[src/sv/wfps_pkg.sv]
// shared types and constants for the wall-follow steering block
`default_nettype none

package wfps_pkg;

  // field widths
  localparam int RANGE_W  = 16;
  localparam int GAIN_W   = 16;
  localparam int LIMIT_W  = 8;
  localparam int LIN_W    = 10;
  localparam int TURN_W   = 14;
  localparam int ERR_W    = 17;
  localparam int INTEG_W  = 32;
  localparam int CFG_IDX_W = 3;
  localparam int CFG_DATA_W = 16;

  // default number of fraction bits of distances and speeds
  localparam int DIST_FRAC_BITS_DEF = 12;

  // configuration register indexes
  typedef enum logic [CFG_IDX_W-1:0] {
    CFG_FOLLOW_LEFT = 3'd0,
    CFG_HALT        = 3'd1,
    CFG_TARGET      = 3'd2,
    CFG_KP          = 3'd3,
    CFG_KI_DT       = 3'd4,
    CFG_KD_OVER_DT  = 3'd5,
    CFG_LOST_LIMIT  = 3'd6
  } wfps_cfg_idx_e;

  // controller gains, signed q8.8
  typedef struct packed {
    logic signed [GAIN_W-1:0] kp;
    logic signed [GAIN_W-1:0] ki_dt;
    logic signed [GAIN_W-1:0] kd_over_dt;
  } wfps_gains_t;

  // steering mode for the current tick
  typedef struct packed {
    logic obstacle;  // front closer than target
    logic lost;      // lost flag after this tick's update
  } wfps_mode_t;

endpackage

`default_nettype wire

[src/sv/wfps_lost_det.sv]
// obstacle and lost-wall detector with its tick counter and lost flag
`default_nettype none

module wfps_lost_det
  import wfps_pkg::*;
(
  input  wire logic                clk_i,
  input  wire logic                rst_ni,
  input  wire logic                fire_i,
  input  wire logic                halt_i,
  input  wire logic                follow_left_i,
  input  wire logic [RANGE_W-1:0]  target_i,
  input  wire logic [LIMIT_W-1:0]  lost_limit_i,
  input  wire logic [RANGE_W-1:0]  front_i,
  input  wire logic [RANGE_W-1:0]  left_i,
  input  wire logic [RANGE_W-1:0]  right_i,
  output wfps_mode_t               mode_o
);

  logic [LIMIT_W-1:0] ticks_q, ticks_d, ticks_inc;
  logic               lost_q, lost_d;
  logic [RANGE_W-1:0] side;
  logic               all_far, near_wall, front_near;

  // range comparisons against the target
  assign side       = follow_left_i ? left_i : right_i;
  assign front_near = front_i < target_i;
  assign all_far    = (front_i > target_i) && (left_i > target_i) && (right_i > target_i);
  assign near_wall  = front_near || (side < target_i);
  assign ticks_inc  = (ticks_q < lost_limit_i) ? ticks_q + 1'b1 : ticks_q;

  // lost rules
  always_comb begin
    ticks_d = ticks_q;
    lost_d  = lost_q;
    if (all_far) begin
      ticks_d = ticks_inc;
      if (ticks_inc >= lost_limit_i) begin
        lost_d = 1'b1;
      end
    end else if (near_wall) begin
      ticks_d = '0;
      lost_d  = 1'b0;
    end
  end

  // state only moves on a live tick
  always_ff @(posedge clk_i or negedge rst_ni) begin
    if (!rst_ni) begin
      ticks_q <= '0;
      lost_q  <= 1'b0;
    end else if (fire_i && !halt_i) begin
      ticks_q <= ticks_d;
      lost_q  <= lost_d;
    end
  end

  assign mode_o.obstacle = front_near;
  assign mode_o.lost     = halt_i ? lost_q : lost_d;

endmodule

`default_nettype wire

[src/sv/wfps_pid.sv]
// pid turn-rate datapath with error history, saturating integral and clamps
`default_nettype none

module wfps_pid
  import wfps_pkg::*;
#(
  parameter int DIST_FRAC_BITS = DIST_FRAC_BITS_DEF
) (
  input  wire logic                     clk_i,
  input  wire logic                     rst_ni,
  input  wire logic                     update_i,
  input  wire logic                     follow_left_i,
  input  wire logic [RANGE_W-1:0]       target_i,
  input  wire logic [RANGE_W-1:0]       side_i,
  input  wire wfps_gains_t              gains_i,
  output logic signed [TURN_W-1:0]      turn_o
);

  localparam int ACC_W  = 50;
  localparam int SH_W   = ACC_W - 8;
  localparam int TV_W   = SH_W + 1;
  localparam int OneQ      = 1 << DIST_FRAC_BITS;
  localparam int ClampSoft = (4 * OneQ + 5) / 10;
  localparam int TurnMax   = (5 * OneQ) / 4;
  localparam logic signed [TV_W-1:0] SOFT_HI = TV_W'(ClampSoft);
  localparam logic signed [TV_W-1:0] SOFT_LO = -TV_W'(ClampSoft);
  localparam logic signed [TV_W-1:0] HARD_HI = TV_W'(TurnMax);
  localparam logic signed [TV_W-1:0] HARD_LO = -TV_W'(TurnMax);

  logic signed [ERR_W-1:0]   prev_err_q;
  logic signed [INTEG_W-1:0] integ_q, integ_d;
  logic signed [ERR_W-1:0]   err;
  logic signed [ERR_W:0]     der;
  logic signed [INTEG_W:0]   integ_wide;
  logic signed [32:0]        p_kp;
  logic signed [47:0]        p_ki;
  logic signed [33:0]        p_kd;
  logic signed [ACC_W-1:0]   acc;
  logic signed [SH_W-1:0]    sh;
  logic signed [TV_W-1:0]    tv, t_soft, t_hard;

  // error, derivative and saturating integral
  assign err        = $signed({1'b0, target_i}) - $signed({1'b0, side_i});
  assign der        = $signed({err[ERR_W-1], err}) - $signed({prev_err_q[ERR_W-1], prev_err_q});
  assign integ_wide = $signed({integ_q[INTEG_W-1], integ_q})
                    + $signed({{(INTEG_W-ERR_W+1){err[ERR_W-1]}}, err});

  always_comb begin
    if (integ_wide[INTEG_W] != integ_wide[INTEG_W-1]) begin
      integ_d = integ_wide[INTEG_W] ? {1'b1, {(INTEG_W-1){1'b0}}}
                                    : {1'b0, {(INTEG_W-1){1'b1}}};
    end else begin
      integ_d = integ_wide[INTEG_W-1:0];
    end
  end

  // three products and exact sum
  assign p_kp = gains_i.kp * err;
  assign p_ki = gains_i.ki_dt * integ_d;
  assign p_kd = gains_i.kd_over_dt * der;
  assign acc  = $signed({{(ACC_W-33){p_kp[32]}}, p_kp})
              + $signed({{(ACC_W-48){p_ki[47]}}, p_ki})
              + $signed({{(ACC_W-34){p_kd[33]}}, p_kd});

  // arithmetic shift gives floor division by 256
  assign sh = acc[ACC_W-1:8];
  assign tv = follow_left_i ? -$signed({sh[SH_W-1], sh}) : $signed({sh[SH_W-1], sh});

  // soft clamp, one-sided for left following, then hard saturation
  always_comb begin
    t_soft = tv;
    if (tv > SOFT_HI) begin
      t_soft = SOFT_HI;
    end else if (!follow_left_i && (tv < SOFT_LO)) begin
      t_soft = SOFT_LO;
    end
    t_hard = t_soft;
    if (t_soft > HARD_HI) begin
      t_hard = HARD_HI;
    end else if (t_soft < HARD_LO) begin
      t_hard = HARD_LO;
    end
  end

  assign turn_o = t_hard[TURN_W-1:0];

  // error history
  always_ff @(posedge clk_i or negedge rst_ni) begin
    if (!rst_ni) begin
      prev_err_q <= '0;
      integ_q    <= '0;
    end else if (update_i) begin
      prev_err_q <= err;
      integ_q    <= integ_d;
    end
  end

endmodule

`default_nettype wire

[src/sv/wall_follow_pid_steering_top.sv]
// top level of the wall-follow pid steering controller
`default_nettype none

// Wall-following steering controller. Each input beat carries the front, left
// and right ranges and yields exactly one output beat with linear speed and
// turn rate in the distance fixed-point format, plus the lost flag. An item goes
// through an input register and one pass of logic into the output register; a
// new beat is taken every cycle and throughput is one beat per cycle while
// m_axis_tready does not stall the output. The three gain multipliers sit in
// that pass alongside the error and integral update. The user must write
// configuration through a plain write port only while no beat is in flight; the
// block does not enforce this. Halt zeroes the speeds and freezes all controller state.

module wall_follow_pid_steering_top
  import wfps_pkg::*;
#(
  parameter int DIST_FRAC_BITS = DIST_FRAC_BITS_DEF
) (
  input  wire logic                   clk_i,
  input  wire logic                   rst_ni,
  // configuration write port
  input  wire logic                   cfg_we_i,
  input  wire logic [CFG_IDX_W-1:0]   cfg_index_i,
  input  wire logic [CFG_DATA_W-1:0]  cfg_data_i,
  // input stream
  input  wire logic                   s_axis_tvalid,
  output logic                        s_axis_tready,
  input  wire logic [47:0]            s_axis_tdata,  // front_range, left_range, right_range
  // output stream
  output logic                        m_axis_tvalid,
  input  wire logic                   m_axis_tready,
  output logic [31:0]                 m_axis_tdata   // linear_speed, turn_rate, lost, zero pad
);

  localparam int OneQ      = 1 << DIST_FRAC_BITS;
  localparam int TurnMax   = (5 * OneQ) / 4;
  localparam int FwdSpeed  = (8 * OneQ + 50) / 100;
  localparam int BackSpeed = (4 * OneQ + 50) / 100;
  localparam logic signed [TURN_W-1:0] TURN_POS = TURN_W'(TurnMax);
  localparam logic signed [TURN_W-1:0] TURN_NEG = TURN_W'(-TurnMax);
  localparam logic signed [LIN_W-1:0]  LIN_FWD  = LIN_W'(FwdSpeed);
  localparam logic signed [LIN_W-1:0]  LIN_BACK = LIN_W'(-BackSpeed);

  // configuration registers
  logic               follow_left_q, halt_q;
  logic [RANGE_W-1:0] target_q;
  wfps_gains_t        gains_q;
  logic [LIMIT_W-1:0] lost_limit_q;

  always_ff @(posedge clk_i or negedge rst_ni) begin
    if (!rst_ni) begin
      follow_left_q    <= 1'b0;
      halt_q           <= 1'b0;
      target_q         <= RANGE_W'(2048);
      gains_q.kp       <= GAIN_W'(256);
      gains_q.ki_dt    <= '0;
      gains_q.kd_over_dt <= '0;
      lost_limit_q     <= LIMIT_W'(100);
    end else if (cfg_we_i) begin
      case (wfps_cfg_idx_e'(cfg_index_i))
        CFG_FOLLOW_LEFT: follow_left_q      <= cfg_data_i[0];
        CFG_HALT:        halt_q             <= cfg_data_i[0];
        CFG_TARGET:      target_q           <= cfg_data_i;
        CFG_KP:          gains_q.kp         <= cfg_data_i;
        CFG_KI_DT:       gains_q.ki_dt      <= cfg_data_i;
        CFG_KD_OVER_DT:  gains_q.kd_over_dt <= cfg_data_i;
        CFG_LOST_LIMIT:  lost_limit_q       <= cfg_data_i[LIMIT_W-1:0];
        default: ;
      endcase
    end
  end

  // handshake and pipeline advance
  logic in_valid_q, out_valid_q, advance, fire, s_accept;

  assign advance       = !out_valid_q || m_axis_tready;
  assign fire          = in_valid_q && advance;
  assign s_axis_tready = !in_valid_q || advance;
  assign s_accept      = s_axis_tvalid && s_axis_tready;

  // input register
  logic [RANGE_W-1:0] front_q, left_q, right_q;

  always_ff @(posedge clk_i or negedge rst_ni) begin
    if (!rst_ni) begin
      in_valid_q <= 1'b0;
    end else if (s_accept) begin
      in_valid_q <= 1'b1;
    end else if (fire) begin
      in_valid_q <= 1'b0;
    end
  end

  always_ff @(posedge clk_i) begin
    if (s_accept) begin
      front_q <= s_axis_tdata[15:0];
      left_q  <= s_axis_tdata[31:16];
      right_q <= s_axis_tdata[47:32];
    end
  end

  // mode detection
  wfps_mode_t mode;

  wfps_lost_det u_lost_det (
    .clk_i         (clk_i),
    .rst_ni        (rst_ni),
    .fire_i        (fire),
    .halt_i        (halt_q),
    .follow_left_i (follow_left_q),
    .target_i      (target_q),
    .lost_limit_i  (lost_limit_q),
    .front_i       (front_q),
    .left_i        (left_q),
    .right_i       (right_q),
    .mode_o        (mode)
  );

  // pid steering
  logic                     pid_update;
  logic signed [TURN_W-1:0] pid_turn;

  assign pid_update = fire && !halt_q && !mode.obstacle && !mode.lost;

  wfps_pid #(
    .DIST_FRAC_BITS (DIST_FRAC_BITS)
  ) u_pid (
    .clk_i         (clk_i),
    .rst_ni        (rst_ni),
    .update_i      (pid_update),
    .follow_left_i (follow_left_q),
    .target_i      (target_q),
    .side_i        (follow_left_q ? left_q : right_q),
    .gains_i       (gains_q),
    .turn_o        (pid_turn)
  );

  // result selection
  logic signed [LIN_W-1:0]  lin_d, lin_q;
  logic signed [TURN_W-1:0] turn_d, turn_q;
  logic                     lost_q;

  always_comb begin
    if (halt_q) begin
      lin_d  = '0;
      turn_d = '0;
    end else if (mode.obstacle) begin
      lin_d  = LIN_BACK;
      turn_d = follow_left_q ? TURN_NEG : TURN_POS;
    end else if (mode.lost) begin
      lin_d  = LIN_FWD;
      turn_d = '0;
    end else begin
      lin_d  = LIN_FWD;
      turn_d = pid_turn;
    end
  end

  // output register
  always_ff @(posedge clk_i or negedge rst_ni) begin
    if (!rst_ni) begin
      out_valid_q <= 1'b0;
    end else if (fire) begin
      out_valid_q <= 1'b1;
    end else if (m_axis_tready) begin
      out_valid_q <= 1'b0;
    end
  end

  always_ff @(posedge clk_i) begin
    if (fire) begin
      lin_q  <= lin_d;
      turn_q <= turn_d;
      lost_q <= mode.lost;
    end
  end

  assign m_axis_tvalid = out_valid_q;
  assign m_axis_tdata  = {7'b0, lost_q, turn_q, lin_q};

endmodule

`default_nettype wire
[config.mk]
export PLATFORM = sky130hd
export DESIGN_NAME = wall_follow_pid_steering_top
export DESIGN_NICKNAME = d
export VERILOG_FILES = /design/src/sv/wfps_pkg.sv /design/src/sv/wfps_lost_det.sv /design/src/sv/wfps_pid.sv /design/src/sv/wall_follow_pid_steering_top.sv
export SDC_FILE = /design/constraint.sdc
export NUM_CORES = 2
export LEC_CHECK = 0
export ABC_CLOCK_PERIOD_IN_PS = 43000
export BUFFER_PORTS_ARGS = -buffer_cell sky130_fd_sc_hd__buf_2
export CORE_ASPECT_RATIO = 1.75
export CORE_MARGIN = 2
export CORE_UTILIZATION = 51
export CTS_CLUSTER_SIZE = 24
export DETAILED_ROUTE_END_ITERATION = 8
export PLACE_DENSITY = 0.67
export SETUP_SLACK_MARGIN = 0.1
export SLEW_MARGIN = 0
export SYNTH_ARGS = -nofsm -noshare
export SYNTH_HDL_FRONTEND = slang
export SYNTH_HIERARCHICAL = 1
export SYNTH_SLANG_ARGS = --single-unit
[constraint.sdc]
create_clock -name clk_i -period 43 [get_ports clk_i]
set_input_delay 4.3 -clock clk_i [delete_from_list [all_inputs] [get_ports clk_i]]
set_output_delay 4.3 -clock clk_i [all_outputs]
set_load 0.05 [all_outputs]
# --- Word level (Yosys, flattened, before mapping) ---
# Index checks and enable logic that the tools add are counted.
totals:
  register_bits: 207
  latchBits: 0
  ramBits: 0
  romBits: 0
  in_bits: 72
  word_cells: 99
  memories: 0
classes:
  add_sub_neg: 7
  multipliers: 3
  n_div: 0
  magnitude_cmp: 11
  eq_ne: 7
  n_shift: 0
  muxes: 23
  n_bitwise: 0
  n_reduce_logical: 29
op_table:
  columns: ["cell", "count"]
  rows:
  - ["two-way mux 43 bit", 3]
  - ["two-way mux 14 bit", 5]
  - ["two-way mux 32 bit", 2]
  - ["adder 49 x 34 -> 50 bit", 1]
  - ["adder 33 x 48 -> 49 bit", 1]
  - ["> comparator 16 bit", 3]
  - ["multiplier 16 x 32 -> 48 bit", 1]
  - ["> comparator 43 x 12 -> 1 bit (second input constant)", 1]
  - ["> comparator 43 x 14 -> 1 bit (second input constant)", 1]
  - ["< comparator 43 x 12 -> 1 bit (second input constant)", 1]
  - ["< comparator 43 x 14 -> 1 bit (second input constant)", 1]
  - ["negation 42 -> 43 bit", 1]
  - ["multiplier 16 x 18 -> 34 bit", 1]
  - ["adder 32 x 17 -> 33 bit", 1]
  - ["multiplier 16 x 17 -> 33 bit", 1]
  - ["< comparator 16 bit", 2]
  - ["two-way mux 8 bit", 3]
  - ["subtractor 17 x 17 -> 18 bit", 1]
  - ["subtractor 16 x 16 -> 17 bit", 1]
  - ["two-way mux 16 bit", 1]
  - ["AND reduction 2 bit", 8]
  - ["two-way mux 10 bit", 1]
  - ["equality test 3 bit (second input constant)", 3]
  - ["adder 8 x 1 -> 8 bit (second input constant)", 1]
  - ["11 further kinds", 35]

# --- Depth between registers and ports, before layout ---
depth:
  word_depth: 19
  mapped_depth: 76

# --- Cells and area by module ---
# The synthesis kept the hierarchy.
modules_own_cells:
  columns: ["module", "instances", "cells_each", "area_per_inst_um2"]
  rows:
  - ["wfps_pid", 1, 5445, 49072.1]
  - ["wall_follow_pid_steering_top", 1, 297, 5432.7]
  - ["wfps_lost_det", 1, 306, 2595.0]

# --- Worst setup path after synthesis ---
# No wires, ideal clock.
synth_timing:
  path_type: "reg2reg"
  startpoint: "reg follow_left_q"
  endpoint: "reg turn_q[12] (data pin)"
  arrival_time_ns: 17.563
  setup_slack_ns: 25.291
  stages_incl_launch_ff: 72
  path_buffers: 6
  cell_sequence: "dfrtp_1 buf_2 mux2_2 ha_1 inv_1 fa_1 a21o_1 a21oi_1 o21ai_0 a21oi_1 o21ai_0 a21oi_1 o21ai_0 a21oi_1 o21ai_0 a21oi_1 o21bai_1 a21oi_1 [... 36 more ...] clkbuf_1 nand2_1 o21ai_0 a221oi_4 a21oi_2 or4_4 a2111oi_4 nand4_4 or4_4 nor3_4 xnor2_1 o31a_1 or4b_4 nor4_4 o21ai_2 a21oi_1 or3b_2 a21oi_1"
synth_between:
  elab_chain_len: 19
  word_cells_on_any_way: 32
  cone_classes: "add/sub (6); mul (3); order compare (5); eq/ne (1); mux (14); reduce/logical (3)"
synth_lines:
  columns: ["item", "line_no", "source"]
  rows:
  - ["start, declared", "wall_follow_pid_steering_top.sv:45", "logic follow_left_q, halt_q;"]
  - ["start signal, assigned", "wall_follow_pid_steering_top.sv:61", "CFG_FOLLOW_LEFT: follow_left_q <= cfg_data_i[0];"]
  - ["two-way mux 16 bit (*)", "wall_follow_pid_steering_top.sv:133", ".side_i (follow_left_q ? left_q : right_q),"]
  - ["subtractor 16 x 16 -> 17 bit (*)", "wfps_pid.sv:43", "assign err = $signed({1'b0, target_i}) - $signed({1'b0, side_i});"]
  - ["via u_pid.err[16]", "wfps_pid.sv:32", "logic signed [ERR_W-1:0] err;"]
  - ["adder 32 x 17 -> 33 bit", "wfps_pid.sv:46", "+ $signed({{(INTEG_W-ERR_W+1){err[ERR_W-1]}}, err});"]
  - ["two-way mux 32 bit or inequality test 1 bit (tied branches)", "wfps_pid.sv:50, wfps_pid.sv:49", null]
  - ["two-way mux 32 bit", "wfps_pid.sv:49", "if (integ_wide[INTEG_W] != integ_wide[INTEG_W-1]) begin"]
  - ["multiplier 16 x 32 -> 48 bit", "wfps_pid.sv:59", "assign p_ki = gains_i.ki_dt * integ_d;"]
  - ["adder 33 x 48 -> 49 bit", "wfps_pid.sv:62", "+ $signed({{(ACC_W-48){p_ki[47]}}, p_ki})"]
  - ["[... 5 more ...]", null, null]
  - ["two-way mux 43 bit", "wfps_pid.sv:74", "end else if (!follow_left_i && (tv < SOFT_LO)) begin"]
  - ["two-way mux 43 bit (*)", "wfps_pid.sv:72", "if (tv > SOFT_HI) begin"]
  - ["< comparator 43 x 14 -> 1 bit", "wfps_pid.sv:80", "end else if (t_soft < HARD_LO) begin"]
  - ["two-way mux 14 bit", "wfps_pid.sv:80", null]
  - ["two-way mux 14 bit (*)", "wfps_pid.sv:78", "if (t_soft > HARD_HI) begin"]
  - ["via pid_turn[12]", "wall_follow_pid_steering_top.sv:121", "logic signed [TURN_W-1:0] pid_turn;"]
  - ["two-way mux 14 bit (*)", "wall_follow_pid_steering_top.sv:150", "end else if (mode.lost) begin"]
  - ["two-way mux 14 bit (*)", "wall_follow_pid_steering_top.sv:147", "end else if (mode.obstacle) begin"]
  - ["end signal, assigned", "wall_follow_pid_steering_top.sv:173", "turn_q <= turn_d;"]
  - ["end, declared", "wall_follow_pid_steering_top.sv:140", "logic signed [TURN_W-1:0] turn_d, turn_q;"]
# Mark *: on every way through the listed nets, which the timed path passes. The rest lies on a longest branch.
# A chain may end at the register's enable or synchronous reset.

# --- Final worst setup path ---
layout_timing:
  startpoint: "reg follow_left_q"
  endpoint: "reg turn_q[12] (data pin)"
layout_between:
  elab_chain_len: 19
  word_cells_on_any_way: 32
  cone_classes: "add/sub (6); mul (3); order compare (5); eq/ne (1); mux (14); reduce/logical (3)"
layout_lines:
  columns: ["item", "line_no", "source"]
  rows:
  - ["two-way mux 16 bit", "wall_follow_pid_steering_top.sv:133", null]
  - ["subtractor 16 x 16 -> 17 bit", "wfps_pid.sv:43", null]
  - ["adder 32 x 17 -> 33 bit", "wfps_pid.sv:46", null]
  - ["two-way mux 32 bit or inequality test 1 bit (tied branches)", "wfps_pid.sv:50, wfps_pid.sv:49", null]
  - ["two-way mux 32 bit", "wfps_pid.sv:49", null]
  - ["multiplier 16 x 32 -> 48 bit", "wfps_pid.sv:59", null]
  - ["adder 33 x 48 -> 49 bit", "wfps_pid.sv:62", null]
  - ["adder 49 x 34 -> 50 bit", "wfps_pid.sv:63", "+ $signed({{(ACC_W-34){p_kd[33]}}, p_kd});"]
  - ["[... 4 more ...]", null, null]
  - ["two-way mux 43 bit", "wfps_pid.sv:74", null]
  - ["two-way mux 43 bit (*)", "wfps_pid.sv:72", null]
  - ["< comparator 43 x 14 -> 1 bit", "wfps_pid.sv:80", null]
  - ["two-way mux 14 bit", "wfps_pid.sv:80", null]
  - ["two-way mux 14 bit (*)", "wfps_pid.sv:78", null]
  - ["via pid_turn[12]", "wall_follow_pid_steering_top.sv:121", null]
  - ["two-way mux 14 bit (*)", "wall_follow_pid_steering_top.sv:150", null]
  - ["two-way mux 14 bit (*)", "wall_follow_pid_steering_top.sv:147", null]
# Marked as above.

==> impl_metrics.csv <==
group,metric,value,unit
grt,grt_use_met3,4.00,%
drt,wire_per_inst,22.6,µm
logic_synthesis,synth-seq-area-share,9.30,%
hold_path,hold_start,"u_pid/prev_err_q[15]",
cts,htree_levels,4,
grt,grt_pass1_vias,47200,
drt,drc_errors,0,
grt,top_usage_layer,"met2",
cells_and_area,regArea,0.00532,mm²
setup_path,cp_num_buf_inv,7,
logic_synthesis,syn_area_per_cell,9.44,µm²
hold_path,min_delay_worst_endpoint,"u_pid/prev_err_q[15]",
logic_synthesis,synth_edf_count,65,
drt,vias,42600,
setup_path,critPathSlowestCell,"a2111oi_0",
cts,post-cts-setup-buffer-count,0,
grt,grt_pass1_wl,266000,µm
logic_synthesis,netlist_instances,6048,
grt,grt_usage,30.8,%
placement,gp_congestion,1.01,
floorplan,core-area,0.111,mm²
floorplan,die_h,447,µm
cts,root_buffer,"clkbuf_16",
grt,grt_overflow_total,0,
grt,antenna_found_initial,10,
hold_path,hold_depth,2,
sta,skew,0.0336,ns
setup_path,rrSetupSlack,21.39,ns
logic_synthesis,async_reset_ff_share,67.3,%
floorplan,io_pins,106,
sta,hold_viol,0,
setup_path,path_max_fanout,38,
setup_path,worst_r2r_endpoint,"turn_q[12]",
setup_path,worstRegToRegCells,66,
sta,setup-violations-final,0,
floorplan,dieWidth,257,µm
placement,dpl.hpwl,145000,µm
setup_path,start_kind,"flop",
grt,grt_max_degree,80,
logic_synthesis,yosysUniqueCellTypes,108,
sta,finalCriticalPeriod,21.61,ns
drt,drtIter0Drc,2430,
cts,cts_sinks,199,
drt,drt_first_pass_iters,6,
cts,cts_resized,0,
logic_synthesis,synth_seq_cells,199,
hold_path,hold_path_class,"reg2reg",
sta,worstMarginPinSlew,1.38,ns
setup_path,crit_family,"compound AO/OA/AOI/OAI gates",
grt,met2_usage,56.7,%
floorplan,die-area,0.115,mm²
sta,finalCritPeriodShare,50.2,%
cts,postCtsHoldBufs,0,
logic_synthesis,ys.flop_type,"dfrtp_1",
cts,insertion_delay,0.55,ns
logic_synthesis,yosys_warnings,6,
cts,cts_tree,"built",
setup_path,slowest_delay,1.18,ns
floorplan,num_rows,162,
sta,fmax,46.3,MHz
setup_path,cp_data_required_time,43.37,ns
cells_and_area,fin_nets,7727,
logic_synthesis,syn_area,0.0571,mm²
cells_and_area,syn_to_final_growth,4.84,%
cells_and_area,fillers,9997,
setup_path,end_kind,"flop",
cts,clk_pin_slew,0.10,ns
floorplan,initial_core_util,51.3,%
grt,met1_usage,33.2,%
sta,rsz0062_at_grt,"false",
sta,finalMaxSlewViolations,0,
setup_path,path_class,"reg2reg",
setup_path,crit_top_cell,"a21oi_1",
sta,setup-tns-final,0,ns
sta,relSlewSlack,5.31,%
cts,cts_buffers,17,
setup_path,cp.arrival,21.97,ns
status,status,"finished clean",
setup_path,timing.rr.start,"follow_left_q",
cells_and_area,drive_gt1_share,7.60,%
drt,ant_nets,0,
cells_and_area,multi_input_area,0.0457,mm²
drt,wl,169000,µm
placement,io_buffers,94,
run,cap_violations,0,
drt,viasPerCell,5.68,
cts,cts_buffer_depth,2,
==> worst max path at each step <==
| stage | cells past startpoint | slack [ns] | end | start |
|---|---|---|---|---|
| finish | 66 | 21.39 | turn_q[12] | follow_left_q |
| detailed placement | 66 | 21.73 | turn_q[12] | follow_left_q |
| global placement | 68 | 21.86 | turn_q[12] | follow_left_q |
| global route | 68 | 20.41 | turn_q[12] | follow_left_q |
| floorplan | 71 | 25.29 | turn_q[12] | follow_left_q |
| CTS | 66 | 21.65 | turn_q[12] | follow_left_q |
==> sequential cells by signal, summed over array words and instances, names as in the netlist <==
signal              cells
gains_q                48
u_pid/integ_q          32
u_pid/prev_err_q       17
front_q                16
left_q                 16
right_q                16
target_q               16
turn_q                 14
lost_limit_q            8
u_lost_det/ticks_q      8
lin_q                   2
follow_left_q           1
halt_q                  1
in_valid_q              1
lost_q                  1
m_axis_tvalid           1
u_lost_det/lost_q       1
==> kinds of logic after synthesis <==
group	share of synthesized area [%]
AND/OR/NAND/NOR	14.9
adder cells (fa/ha/maj)	53.1
buffers and inverters	11.0
AO/OA/AOI/OAI	7.22
flip-flops	9.30
multiplexers	2.79
XOR/XNOR	1.67
other	0.00657
==> per-stage QoR <==
step	instances	utilization, %	hold WS, ns	instance area [µm²]	setup WS, ns
floorplan	6058	-	0.449	57100	25.29
global placement	7457	53.2	0.467	59200	21.86
detailed placement	7457	53.2	0.474	59200	21.73
CTS	7489	53.8	0.496	59900	21.65
global route	7489	53.8	0.534	59900	20.41
finish	7494	53.8	0.502	59900	21.39
==> routing by layer <==
layer / wire [µm] / vias up
li1: - / 18400
met1: 58300 / 21900
met2: 89900 / 1617
met3: 8600 / 593
met4: 12400 / 6
met5: 47 / -
==> area by class of cell <==
type	instances	area share, %
Tap cell	1476	3.08
Inverter	1368	8.58
Clock inverter	13	0.284
Antenna cell	5	0.0209
Timing Repair Buffer	194	2.05
Clock buffer	19	0.775
Sequential cell	199	8.88
Multi-Input combinational cell	4220	76.3
==> cells in the final DEF, fill, tap and decap left out, drive strengths merged, types with 38 or more instances in the layout <==
cell type  synthesis  layout
nor2             157     157
dfrtp            129     129
nand3             78      78
nand2b            50      50
mux2             132     132
inv             1367    1374
a21oi            131     131
fa              1280    1280
buf               33     194
nor3              38      38
edfxtp            65      65
a21o              51      51
xnor2             70      70
and2             354     354
nand2            799     799
ha               375     375
o21ai            122     122
nor2b             52      52
==> synth_stat cells, drive strengths merged (9+ instances only) <==
cell type  number  area share, %
nor4           14           0.23
edfxtp         65            3.4
a21boi         14           0.18
or3b           12           0.18
mux2          132            2.7
or4            12           0.19
clkbuf        238            1.6
a211o           9           0.14
a311oi         19           0.29
nand3          78           0.68
nor2          157            1.0
xnor2          70            1.1
and2          354            3.9
or2            10           0.11
nand2b         50           0.55
inv          1367            9.0
nor4bb          9           0.16
fa           1280             45
nand4b         12           0.21
nand4          33           0.39
ha            375            8.2
dfrtp         129            5.7
o311ai         12           0.21
a31oi          25           0.27
a21o           51           0.67
or3            23           0.25
xor2           36           0.55
o41ai          14           0.23
o21ai         122            1.1
o31ai          17           0.22
o221ai         11           0.18
a2111oi        13           0.28
a21oi         131            1.2
nand2         799            5.3
nor3           38           0.36
and3           25           0.27
a211oi         21           0.30
o21bai         15           0.20
o211ai         30           0.39
nor3b          12           0.17
o21a           21           0.28
nor2b          52           0.57
buf            33           0.43
a31o            9           0.14
==> worst min-delay path: cells and delay by family (launching register included) <==
| kind | cells | cell delay [ns] |
|---|---|---|
| flip-flops | 1 | 0.36 |
| AO/OA/AOI/OAI | 1 | 0.06 |
| AND/OR/NAND/NOR | 1 | 0.06 |
Power is not shown: default switching activity piles up to over one toggle a cycle in this logic, so the estimate is an artifact.
